<file path="src/rtl/ckr_pkg.sv">
`default_nettype none
// ---------------------------------------------------------------------------
// ckr_pkg
// Shared types, constants and the keyword table for the C keyword recogniser.
// ---------------------------------------------------------------------------
package ckr_pkg;

    localparam int KW_TABLE_SIZE       = 44;
    localparam int KW_SLOT             = 16;
    localparam int DEF_KEYWORD_COUNT   = 44;
    localparam int DEF_MAX_WORD_LENGTH = 14;
    localparam int CHAR_W              = 21;
    localparam int INDEX_W             = 6;
    localparam int POS_W               = 4;
    localparam logic [POS_W-1:0] POS_MAX = '1;

    // Keyword text, right-aligned: the last character sits in the low byte.
    localparam logic [KW_SLOT*8-1:0] KW_TEXT [KW_TABLE_SIZE] = '{
        "auto", "break", "case", "char", "const", "continue", "default", "do",
        "double", "else", "enum", "extern", "float", "for", "goto", "if",
        "inline", "int", "long", "register", "restrict", "return", "short",
        "signed", "sizeof", "static", "struct", "switch", "typedef", "union",
        "unsigned", "void", "volatile", "while", "_Alignas", "_Alignof",
        "_Atomic", "_Bool", "_Complex", "_Generic", "_Imaginary", "_Noreturn",
        {"_Static", "_assert"}, {"_Thread", "_local"}
    };

    localparam logic [POS_W-1:0] KW_LEN [KW_TABLE_SIZE] = '{
        4'd4, 4'd5, 4'd4, 4'd4, 4'd5, 4'd8, 4'd7, 4'd2,
        4'd6, 4'd4, 4'd4, 4'd6, 4'd5, 4'd3, 4'd4, 4'd2,
        4'd6, 4'd3, 4'd4, 4'd8, 4'd8, 4'd6, 4'd5,
        4'd6, 4'd6, 4'd6, 4'd6, 4'd6, 4'd7, 4'd5,
        4'd8, 4'd4, 4'd8, 4'd5, 4'd8, 4'd8,
        4'd7, 4'd5, 4'd8, 4'd8, 4'd10, 4'd9,
        4'd14, 4'd13
    };

    typedef struct packed {
        logic               found;
        logic [INDEX_W-1:0] keyword_index;
    } t_result;

    // Character of keyword k at position p; zero past the end of the keyword.
    function automatic logic [7:0] kw_char(input int k, input logic [POS_W-1:0] p);
        logic [KW_SLOT*8-1:0] text;
        logic [POS_W-1:0]     len;
        logic [POS_W-1:0]     byte_sel;
        text     = KW_TEXT[k];
        len      = KW_LEN[k];
        byte_sel = len - p - 4'd1;
        if (p >= len) begin
            return 8'h00;
        end
        return text[byte_sel*8 +: 8];
    endfunction

endpackage
`default_nettype wire

</file>
<file path="src/rtl/c_keyword_recognizer.sv">
`default_nettype none
// ---------------------------------------------------------------------------
// c_keyword_recognizer
// Recognises the C11 keywords from a character stream, one character an item.
// ---------------------------------------------------------------------------
// Usage:
//  - Input channel (i_valid / o_stall): one item per character, i_is_end = 0
//    with i_char_code holding the code point, or i_is_end = 1 to close a word.
//  - Output channel (o_valid / i_stall): one item per end marker, o_found
//    and o_keyword_index (table order, 0 when not found). Characters give
//    no output item.
//  - Throughput: one item a cycle while neither channel stalls; every keyword
//    is compared in parallel against the character at the current position.
//  - Path: an accepted end marker passes the input register, then the
//    result register, which raises o_valid.
//  - Stall: while i_stall holds a pending result, the input register waits
//    and o_stall rises once it is occupied; the result payload holds.
//  - Reset: synchronous, active low; empty pipeline, all keywords alive,
//    position zero. After each end marker the same state is restored.
//  - Overlong words, non-ASCII characters and the empty word never match.
// ---------------------------------------------------------------------------
module c_keyword_recognizer
    import ckr_pkg::*;
#(
    parameter int KEYWORD_COUNT   = DEF_KEYWORD_COUNT,
    parameter int MAX_WORD_LENGTH = DEF_MAX_WORD_LENGTH
) (
    input  wire logic               i_clk,
    input  wire logic               i_rst_n,
    input  wire logic               i_valid,
    output logic                    o_stall,
    input  wire logic [CHAR_W-1:0]  i_char_code,
    input  wire logic               i_is_end,
    output logic                    o_valid,
    input  wire logic               i_stall,
    output logic                    o_found,
    output logic [INDEX_W-1:0]      o_keyword_index
);

    localparam int ACTIVE_COUNT = (KEYWORD_COUNT < KW_TABLE_SIZE) ? KEYWORD_COUNT
                                                                  : KW_TABLE_SIZE;

    // input register
    logic              r_in_valid;
    logic [CHAR_W-1:0] r_in_code;
    logic              r_in_end;

    // per-word state
    logic [ACTIVE_COUNT-1:0] r_mask;
    logic [POS_W-1:0]        r_pos;

    // result register
    logic    r_out_valid;
    t_result r_result;

    logic [ACTIVE_COUNT-1:0] n_mask;
    logic [POS_W-1:0]        n_pos;
    t_result                 n_result;
    logic                    advance;
    logic                    accept;

    ckr_match #(
        .ACTIVE_COUNT    (ACTIVE_COUNT),
        .MAX_WORD_LENGTH (MAX_WORD_LENGTH)
    ) u_match (
        .i_char_code (r_in_code),
        .i_mask      (r_mask),
        .i_pos       (r_pos),
        .o_mask_next (n_mask),
        .o_pos_next  (n_pos),
        .o_result    (n_result)
    );

    // The held item moves on when the result register is free or draining.
    assign advance = r_in_valid && (!r_out_valid || !i_stall);
    assign o_stall = r_in_valid && !advance;
    assign accept  = i_valid && !o_stall;

    always_ff @(posedge i_clk) begin
        if (!i_rst_n) begin
            r_in_valid  <= 1'b0;
            r_out_valid <= 1'b0;
            r_mask      <= '1;
            r_pos       <= '0;
        end else begin
            if (accept) begin
                r_in_valid <= 1'b1;
            end else if (advance) begin
                r_in_valid <= 1'b0;
            end

            if (advance && r_in_end) begin
                r_out_valid <= 1'b1;
                r_mask      <= '1;
                r_pos       <= '0;
            end else begin
                if (!i_stall) begin
                    r_out_valid <= 1'b0;
                end
                if (advance) begin
                    r_mask <= n_mask;
                    r_pos  <= n_pos;
                end
            end
        end
    end

    // payload registers, no reset
    always_ff @(posedge i_clk) begin
        if (accept) begin
            r_in_code <= i_char_code;
            r_in_end  <= i_is_end;
        end
        if (advance && r_in_end) begin
            r_result <= n_result;
        end
    end

    assign o_valid         = r_out_valid;
    assign o_found         = r_result.found;
    assign o_keyword_index = r_result.keyword_index;

endmodule
`default_nettype wire

</file>
<file path="src/rtl/ckr_match.sv">
`default_nettype none
// ---------------------------------------------------------------------------
// ckr_match
// Parallel keyword compare: next alive mask and position, and the lookup
// result for an end marker.
// ---------------------------------------------------------------------------
module ckr_match
    import ckr_pkg::*;
#(
    parameter int ACTIVE_COUNT    = DEF_KEYWORD_COUNT,
    parameter int MAX_WORD_LENGTH = DEF_MAX_WORD_LENGTH
) (
    input  wire logic [CHAR_W-1:0]       i_char_code,
    input  wire logic [ACTIVE_COUNT-1:0] i_mask,
    input  wire logic [POS_W-1:0]        i_pos,
    output logic      [ACTIVE_COUNT-1:0] o_mask_next,
    output logic      [POS_W-1:0]        o_pos_next,
    output t_result                      o_result
);

    logic                    in_range;
    logic [ACTIVE_COUNT-1:0] hit;
    logic [ACTIVE_COUNT-1:0] done;

    assign in_range = (i_pos < POS_W'(MAX_WORD_LENGTH))
                      && (i_char_code[CHAR_W-1:8] == '0);

    for (genvar k = 0; k < ACTIVE_COUNT; k++) begin : g_kw
        logic [7:0] c;
        assign c       = kw_char(k, i_pos);
        assign hit[k]  = in_range && (c != 8'h00) && (i_char_code[7:0] == c);
        assign done[k] = i_mask[k] && (i_pos != '0) && (KW_LEN[k] == i_pos);
    end

    assign o_mask_next = i_mask & hit;
    assign o_pos_next  = (i_pos == POS_MAX) ? i_pos : i_pos + 4'd1;

    // Keywords are distinct, so at most one entry can be done: OR the indices.
    always_comb begin
        o_result = '0;
        for (int k = 0; k < ACTIVE_COUNT; k++) begin
            if (done[k]) begin
                o_result.found         = 1'b1;
                o_result.keyword_index = o_result.keyword_index | INDEX_W'(k);
            end
        end
    end

endmodule
`default_nettype wire

</file>
<file path="config.mk">
export PLATFORM = sky130hd
export DESIGN_NAME = c_keyword_recognizer
export DESIGN_NICKNAME = d
export VERILOG_FILES = /design/src/rtl/ckr_pkg.sv /design/src/rtl/c_keyword_recognizer.sv /design/src/rtl/ckr_match.sv
export SDC_FILE = /design/constraint.sdc
export NUM_CORES = 1
export LEC_CHECK = 0
export BUFFER_PORTS_ARGS = -buffer_cell sky130_fd_sc_hd__clkbuf_2
export CORE_AREA = 3 3 127 129
export CTS_BUF_LIST = sky130_fd_sc_hd__clkbuf_8
export CTS_CLUSTER_SIZE = 16
export DETAILED_ROUTE_END_ITERATION = 6
export DIE_AREA = 0 0 130 132
export MAX_ROUTING_LAYER = met4
export PLACE_DENSITY = 0.76
export RECOVER_POWER = 25
export SYNTH_ARGS = -nofsm -noshare
export SYNTH_HDL_FRONTEND = slang
export SYNTH_SLANG_ARGS = --single-unit
</file>
<file path="constraint.sdc">
create_clock -name i_clk -period 4.4 [get_ports i_clk]
set_input_delay 0.88 -clock i_clk [delete_from_list [all_inputs] [get_ports i_clk]]
set_output_delay 0.88 -clock i_clk [all_outputs]
set_load 0.005 [all_outputs]
</file>
Word-level counts from Yosys, hierarchy flattened
Cells that the tools add are included.
Widths: inputs -> output; s select.
{"block": "classes", "addsub": 23, "magnitude_cmp": 12, "n_eq_ne": 60, "shift": 44, "mux": 130, "n_bitwise": 1, "n_reduce_logical": 237}
{"op": "$shiftx 128x8->8 const A", "n": 44}
{"op": "$mux 8", "n": 55}
{"op": "$eq 8x8->1", "n": 44}
{"op": "$reduce_bool 8->1", "n": 44}
{"op": "$mux 7", "n": 43}
{"op": "$mux 44", "n": 5}
{"op": "$logic_and 1x1->1", "n": 181}
{"op": "$and 44x44->44", "n": 1}
{"op": "$sub 4x1->4 const B", "n": 11}
{"op": "$reduce_or 43->1", "n": 1}
{"op": "$mux 4", "n": 6}
{"op": "$mux 1", "n": 21}
{"op": "$eq 4x4->1 const A", "n": 5}
{"op": "$ge 4x4->1 const B", "n": 5}
{"op": "$sub 4x4->4 const A", "n": 5}
{"op": "$eq 3x4->1 const A", "n": 4}
{"op": "$ge 4x3->1 const B", "n": 4}
{"op": "$sub 3x4->4 const A", "n": 4}
{"op": "$logic_not 13->1", "n": 1}
{"op": "$reduce_or 12->1", "n": 1}
{"op": "$eq 2x4->1 const A", "n": 2}
{"op": "$ge 4x2->1 const B", "n": 2}
{"op": "$sub 2x4->4 const A", "n": 2}
{"op": "$ne 3x1->1 const B", "n": 2}
{"op": "other kinds (11)", "n": 14}
{"block": "word_totals", "reg_bits": 79, "input_bits": 26, "output_inout_bits": 9}

Depth between registers and ports, before layout
Gate-level depths: netlist (run 1).
{"block": "depth", "ltp_word": 46, "mapped_depth": 16, "mapped_depth_nobuf": 11}

Modules after synthesis
Synthesis (run 1) repeated with hierarchy kept, for this count alone.
{"block": "hier_totals", "cells_unflattened": 1345, "area_unflattened_um2": 9845.7}
{"mod": "ckr_match", "instances": 1, "cells_per_inst": 1094, "area_each_um2": 6663.9, "seq_area_each_um2": 0.0}
{"mod": "c_keyword_recognizer", "instances": 1, "cells_per_inst": 251, "area_each_um2": 3181.8, "seq_area_each_um2": 1871.8}

Worst setup path before layout (run 1)
No wires, ideal clock.
{"block": "synth_path", "path_type": "register to register", "from": "register r_pos[1]", "to": "register r_mask[43]", "arrival_ns": 3.395, "required_time_ns": 4.331, "setup_slack_ns": 0.936, "stages_incl_launch_ff": 15, "path_cell_list": "dfxtp_1 -> buf_2 -> inv_1 -> ha_1 -> buf_2 -> clkbuf_1 -> inv_1 -> ha_1 -> buf_2 -> nand2_1 -> and2_1 -> mux2i_1 -> mux2_1 -> or4_1 -> o21ai_1"}
{"block": "synth_via", "elab_chain_cells": 13}
{"item": "start: declaration", "line_no": "c_keyword_recognizer.sv:50", "rtl": "logic [POS_W-1:0] r_pos;"}
{"item": "start signal: assignment", "line_no": "c_keyword_recognizer.sv:102", "rtl": "r_pos <= n_pos;"}
{"item": "$sub 4x4->4", "line_no": "ckr_pkg.sv:50", "rtl": "byte_sel = len - p - 4'd1;"}
{"item": "$sub 4x1->4", "line_no": "ckr_pkg.sv:50"}
{"item": "$shiftx 128x8->8", "line_no": "ckr_pkg.sv:54", "rtl": "return text[byte_sel*8 +: 8];"}
{"item": "$mux 8", "line_no": "ckr_pkg.sv:54"}
{"item": "$reduce_bool 8->1", "line_no": "ckr_match.sv:31", "rtl": "assign hit[k] = in_range && (c != 8'h00) && (i_char_code[7:0] == c);"}
{"item": "$logic_and 1x1->1", "line_no": "ckr_match.sv:31"}
{"item": "$logic_and 1x1->1 (*)", "line_no": "ckr_match.sv:31"}
{"item": "$and 44x44->44 (*)", "line_no": "ckr_match.sv:35", "rtl": "assign o_mask_next = i_mask & hit;"}
{"item": "$mux 44 (*)", "line_no": "c_keyword_recognizer.sv:100", "rtl": "if (advance) begin"}
{"item": "$mux 44 (*)", "line_no": "c_keyword_recognizer.sv:92", "rtl": "if (advance && r_in_end) begin"}
{"item": "$mux 44 (*)", "line_no": "c_keyword_recognizer.sv:80", "rtl": "if (!i_rst_n) begin"}
{"item": "$mux 44 (*)", "line_no": "c_keyword_recognizer.sv:92"}
{"item": "$mux 44 (*)", "line_no": "c_keyword_recognizer.sv:80"}
{"item": "end signal: assignment", "line_no": "c_keyword_recognizer.sv:101", "rtl": "r_mask <= n_mask;"}
{"item": "end: declaration", "line_no": "c_keyword_recognizer.sv:49", "rtl": "logic [ACTIVE_COUNT-1:0] r_mask;"}
Every way passes the cells marked *; elsewhere a longest branch is shown, timed or not. The select of a mux whose other input is x is not followed.
A chain may end at the register's enable or synchronous reset.

Final worst setup path (run 1)
{"block": "layout_path", "from": "register r_pos[1]", "to": "register r_mask[24]"}
{"block": "layout_via", "elab_chain_cells": 13}
{"item": "$sub 3x4->4", "line_no": "ckr_pkg.sv:50"}
{"item": "$sub 4x1->4", "line_no": "ckr_pkg.sv:50"}
{"item": "$shiftx 128x8->8", "line_no": "ckr_pkg.sv:54"}
{"item": "$mux 8", "line_no": "ckr_pkg.sv:54"}
{"item": "$reduce_bool 8->1", "line_no": "ckr_match.sv:31"}
{"item": "$logic_and 1x1->1", "line_no": "ckr_match.sv:31"}
{"item": "$logic_and 1x1->1 (*)", "line_no": "ckr_match.sv:31"}
{"item": "$and 44x44->44 (*)", "line_no": "ckr_match.sv:35"}
{"item": "$mux 44 (*)", "line_no": "c_keyword_recognizer.sv:100"}
{"item": "$mux 44 (*)", "line_no": "c_keyword_recognizer.sv:92"}
{"item": "$mux 44 (*)", "line_no": "c_keyword_recognizer.sv:80"}
{"item": "$mux 44 (*)", "line_no": "c_keyword_recognizer.sv:92"}
{"item": "$mux 44 (*)", "line_no": "c_keyword_recognizer.sv:80"}
Marked as above.

==> out/results.tsv, run 1 <==
metric	value	unit
required	4.73	ns
clkTransAtPathRegs	0.12	ns
r2r-end	r_mask[24]	
first_pass_iters	7	
die_y	132	um
drtIter0Drc	2069	
pwr-share-comb	45.0	%
crit_fanout	16	
h-tree-depth	3	
post-cts-setup-buffers	0	
maxSlewHeadroom	27.8	%
ys_ff_latch	79	
vias	10538	
min-delay-start	r_mask[38]	
timing.rr.start	r_pos[1]	
cts_tree	done	
fin_worst_skew	0.0239	ns
cp-start-kind	flip-flop	
grt_pass1_wl	57.7	mm
finalSetupViolCount	0	
pwr-share-seq	32.0	%
syn_area	9060	um2
status	finished with violations	
yosys_warnings	0	
clkPwrFrac	23.0	%
irDropWorstVdd	0.266	mV
cts_buffers	9	
grt_use_total	45.2	%
layout_common_cells	o21ai_0, nand2_1, a21oi_1	
fin_nets	1283	
rsz0062_at_grt	false	
grt_pass1_vias	9500	
min_path_cells	1	
hold_end	r_mask[38]	
grt_max_degree	64	
cts.sinks	79	
synth.avg_cell_area	7.12	um2
cts_hold_buffers	0	
critPathCaptureType	flip-flop	
drv_slew	0	
r2r_slack	0.78	ns
die-width	130	um
p_switching	1.23	mW
io_pins	35	
grt_antenna_before_repair	1	
cp.arrival	3.95	ns
ant_nets	0	
clockBufferDepth	2	
synth_cell_type_count	85	
row_count	45	
fin_crit_sh	82.2	%
grt_overflow	0	
fmax	276	MHz
design_area	9460	um2
place.gp.congestion	1.12	
clock-root-buffer	clkbuf_8	
p_int	1.52	mW
drt_wl_total	38.5	mm
synth_edf_count	29	
place_area	9240	um2
ys.flop_type	dfxtp_1	
switching_share	44.8	%
drive_above_1_share	9.41	%
tightest_slew	1.08	ns
failed_checks	design-rule violations	
syn_nets	1328	
dp_hpwl	26.5	mm
insertion_delay	0.40	ns
drt-vias-per-instance	7.41	
cts_resized	0	
p_leak	3.49	nW
final_common_cell	o21ai_0	
synthCells	1273	
die_area	17200	um2
area_growth	4.32	%
tns	0	ns
whs	0.461	ns
drcViolationCount	20	
seq_area_frac_synth	20.7	%
final_period_minus_worst_setup_slack	3.62	ns
core_area	15100	um2
hold_class	reg -> reg	
finalHoldViolations	0	
start_util	59.8	%
wl_per_cell	27.1	um
max-cap-violations	0	
p_per_area	291	nW/um2
crit_type	reg -> reg	
synthArstFlopShare	0	%
rr_worst_depth	11	
io_buffers	34	
==> per-stage QoR <==
stage / setup WS, ns / utilization (%) / power, mW / std cells
finish: 0.783 / 62.4 / 2.75 / 1422
global route: 0.729 / 62.4 / 2.85 / 1422
CTS: 0.907 / 62.4 / 2.68 / 1421
detailed placement: 0.950 / 61.0 / 2.06 / 1405
global placement: 0.944 / 61.0 / 2.05 / 1405
floorplan: 0.936 / - / 1.72 / 1273
==> critical path, stage by stage, from the launching register on <==
cell	delay [ns]
dfxtp_1	0.36
buf_4	0.25
ha_1	0.39
inv_1	0.14
ha_1	0.31
or2_2	0.36
or3_1	0.63
a21o_1	0.28
xor2_1	0.13
nand2_1	0.07
or4b_1	0.49
o21ai_1	0.12
==> sequential cells by signal, indices dropped and copies added (netlist names) <==
signal	cells
r_in_code	21
r_pos	4
r_in_valid	1
r_in_end	1
o_found	1
r_mask	44
o_valid	1
o_keyword_index	6
==> cell usage after synthesis, types with 8 or more instances <==
cell type	number	area share, %
nor2b_1	22	1.5
or3_1	8	0.55
xnor2_1	74	7.2
o32ai_1	12	1.2
nand3_1	42	2.3
buf_2	22	1.2
nand2b_1	21	1.4
a22oi_1	10	0.83
inv_1	29	1.2
and3_1	10	0.69
a31oi_1	32	2.2
clkbuf_1	79	3.3
nor3_1	38	2.1
a21o_1	8	0.66
or4_1	8	0.66
and2_1	12	0.83
o21ai_0	121	6.7
nand2_1	115	4.8
nor2_1	93	3.9
nand4_1	28	1.9
ha_1	29	4.0
edfxtp_1	29	9.6
nor4_1	16	1.1
o31ai_1	12	0.99
xor2_1	33	3.2
buf_1	27	1.1
a211oi_1	15	1.2
mux2i_1	16	1.8
dfxtp_1	50	11
a21oi_1	110	6.1
==> per-layer routing <==
metal | global-route usage, % | up-vias | wire (um)
met4 | 28.6 | 0 | 3210
met1 | 58.1 | 4822 | 14200
met5 | - | - | 0
li1 | - | 4589 | -
met3 | 15.4 | 228 | 5730
met2 | 59.7 | 899 | 15300
==> logic make-up (layout without fill, tap and decap cells) <==
logic type	Yosys count	in the layout	synth area share, %
XOR/XNOR	107	107	10.3
other	0	1	0
flip-flops	79	79	20.7
buffers and inverters	163	123	7.32
multiplexers	20	20	2.51
AO/OA/AOI/OAI	413	413	28.6
AND/OR/NAND/NOR	462	462	26.6
adder cells (fa/ha/maj)	29	29	4.00
==> final cells by class <==
cell class                      count  area (um2)
Multi-Input combinational cell   1031        6530
Clock buffer                        9         124
Sequential cell                    79        1870
Clock inverter                      7        86.3
Fill cell                        1448        5690
Tap cell                          188         235
Antenna cell                        1        2.50
Inverter                           31         116
Timing Repair Buffer               76         485
==> power by group through the flow <==
stage                     logic [mW]  clock network [mW]  registers, mW
after floorplan                0.867                   0          0.855
after global placement          1.16                   0          0.889
after detailed placement        1.17                   0          0.890
after CTS                       1.18               0.636          0.873
after global routing            1.31               0.661          0.881
final                           1.24               0.631          0.880
==> how the worst max path moves through the flow <==
stage / startpoint / to / slack (ns)
finish: r_pos[1] / r_mask[24] / 0.78
global route: r_pos[1] / r_mask[24] / 0.73
CTS: r_pos[1] / r_mask[24] / 0.91
detailed placement: r_pos[1] / r_mask[24] / 0.95
global placement: r_pos[1] / r_mask[24] / 0.94
floorplan: r_pos[1] / r_mask[43] / 0.94
Note: power is estimated with default switching activity, not from simulation.
==> run 2: changes to the inputs <==
Settings changed: CORE_AREA 3 3 127 129 to 3 3 128 130, DIE_AREA 0 0 130 132 to 0 0 131 133, PLACE_DENSITY 0.76 to 0.78.
Clock period 4.4 ns to 3.03 ns, I/O delays scaled along.
==> run 2 against run 1 <==
  * The run still ends with design-rule violations left
  * Register-to-register slack worse by 0.70 ns
  * Combinational power rose by 57%
  * Cell count increased by 7.2%
  * Critical endpoint is now r_mask[41]
  * Largest cell class unchanged
  * Highest routed layer unchanged
==> out/results.tsv, run 2 (synthesis results as in run 1) <==
metric	value	unit	change
row_count	45		unchanged
io_pins	35		unchanged
core_area	15300	um2	+0.74%
hold_class	in -> reg		
pwr-share-comb	47.0	%	+2.0 points
gr-max-usage-layer	met2		
final_common_cell	o21ai_0		
clockBufferDepth	2		unchanged
die-width	131	um	+0.77%
start_util	59.4	%	-0.44 points
failed_checks	design-rule violations		
drcViolationCount	1		-95%
whs	0.368	ns	-0.0934 ns
clock-root-buffer	clkbuf_8		
crit_type	reg -> reg		
post-cts-setup-buffers	0		unchanged
drt-vias-per-instance	7.13		-3.8%
cts_tree	done		
p_switching	1.83	mW	+49%
grt_overflow	0		unchanged
fin_nets	1364		+6.3%
drtIter0Drc	1804		-13%
status	finished with violations		
cp-start-kind	flip-flop		
first_pass_iters	7		unchanged
clkTransAtPathRegs	0.11	ns	about the same
p_leak	3.91	nW	+12%
p_per_area	407	nW/um2	+40%
rsz0062_at_grt	false		
irDropWorstVdd	0.290	mV	+9.3%
dp_slack	0.0987	ns	-0.851 ns
final_period_minus_worst_setup_slack	2.95	ns	-0.672 ns
pwr-share-seq	30.6	%	-1.4 points
cts.sinks	79		unchanged
drive_above_1_share	15.9	%	+6.5 points
diodes	0		-1
vias	10874		+3.2%
grt_use_total	45.4	%	+0.21 points
top_register	r_mask		
fin_crit_sh	97.2	%	+15 points
use_met1	57.7	%	-0.41 points
io_buffers	34		unchanged
cts_buffers	9		unchanged
drt_wl_total	39.1	mm	+1.6%
max-cap-violations	0		unchanged
grt_pass1_wl	58.9	mm	+2.1%
dp_hpwl	28.6	mm	+7.6%
required	3.39	ns	-1.34 ns
finalSetupViolCount	0		unchanged
h-tree-depth	3		unchanged
place.gp.congestion	1.10		-1.1%
switching_share	44.1	%	-0.67 points
insertion_delay	0.41	ns	about the same
fin_worst_skew	0.0214	ns	-0.00249 ns
die_area	17400	um2	+1.5%
area_growth	12.5	%	
grtUsageMet3	13.4	%	-2.0 points
tightest_slew	1.16	ns	+0.0782 ns
fmax	340	MHz	+23%
grt_max_degree	54		-16%
p_int	2.32	mW	+53%
cp.arrival	3.30	ns	-0.65 ns
finalHoldViolations	0		unchanged
largest_register_ffs	44		unchanged
drv_slew	0		unchanged
grt_pass1_vias	9959		+4.8%
layout_common_cells	o21ai_0, buf_4, nand2_1		
crit_fanout	11		-5
grtUsageMet2	61.5	%	+1.8 points
die_y	133	um	+0.76%
setup_ws	0.0848	ns	-0.698 ns
clkPwrFrac	22.3	%	-0.7 points
critPathCaptureType	flip-flop		
ant_nets	0		unchanged
wl_per_cell	25.6	um	-5.3%
grt_antenna_before_repair	0		-1
maxSlewHeadroom	22.6	%	-5.2 points
## run 2: final cells by class
cell class                 count  area [um2]
sequential                    79        1880
inverter                      31         120
tap                          211         264
clock buffer                   9         124
timing repair buffer         157        1150
clock inverter                 7        85.1
multi-input combinational   1031        6570
fill                        1384        5060
## run 2: per-layer routing
metal | vias to the layer above | routed length, um
met5 | - | 0
met4 | 0 | 3190
met3 | 229 | 5320
met2 | 896 | 15900
met1 | 5012 | 14700
li1 | 4737 | -
## run 2: power by group through the flow
stage                     combinational (mW)  clock (mW)  sequential (mW)
after CTS                               1.86       0.926             1.26
after floorplan                         1.26           0             1.24
after detailed placement                1.85           0             1.29
after global placement                  1.84           0             1.29
final                                   1.95       0.927             1.27
after global routing                    2.07       0.958             1.28
## run 2: timing repair
| action | CTS | global route |
|---|---|---|
| setup endpoints to repair | 0 | 9 |
| hold endpoints to repair | 0 | 0 |
| resized for setup | 0 | 10 |
| hold buffers | 0 | 0 |
## run 2: critical path: stages, from the launching register on
cell	delay, ns
dfxtp_4	0.41
clkinvlp_4	0.18
ha_1	0.44
nand2b_1	0.27
a21oi_1	0.28
a21boi_0	0.20
o221ai_1	0.14
or4_1	0.54
o31ai_1	0.28
a21o_1	0.16
## run 2: per-stage QoR
step | TNS (ns) | cell area (um2) | utilization, % | instances | total power, mW
2_1_floorplan | -0.0716 | 9080 | - | 1273 | 2.51
3_3_place_gp | 0 | 9950 | 65.2 | 1509 | 3.12
3_5_place_dp | 0 | 9950 | 65.2 | 1509 | 3.14
4_1_cts | 0 | 10200 | 66.6 | 1525 | 4.05
5_1_grt | 0 | 10200 | 66.8 | 1525 | 4.30
6_report | 0 | 10200 | 66.8 | 1525 | 4.15
## run 2: final timing paths
check                      start           end  slack [ns]  depth (start not counted)
hold / removal    i_char_code[2]  r_in_code[2]        0.37                          1
setup reg to reg        r_pos[1]    r_mask[41]        0.08                          9
hold reg to reg       r_mask[32]    r_mask[32]        0.46                          2
setup / recovery        r_pos[1]    r_mask[41]        0.08                          9
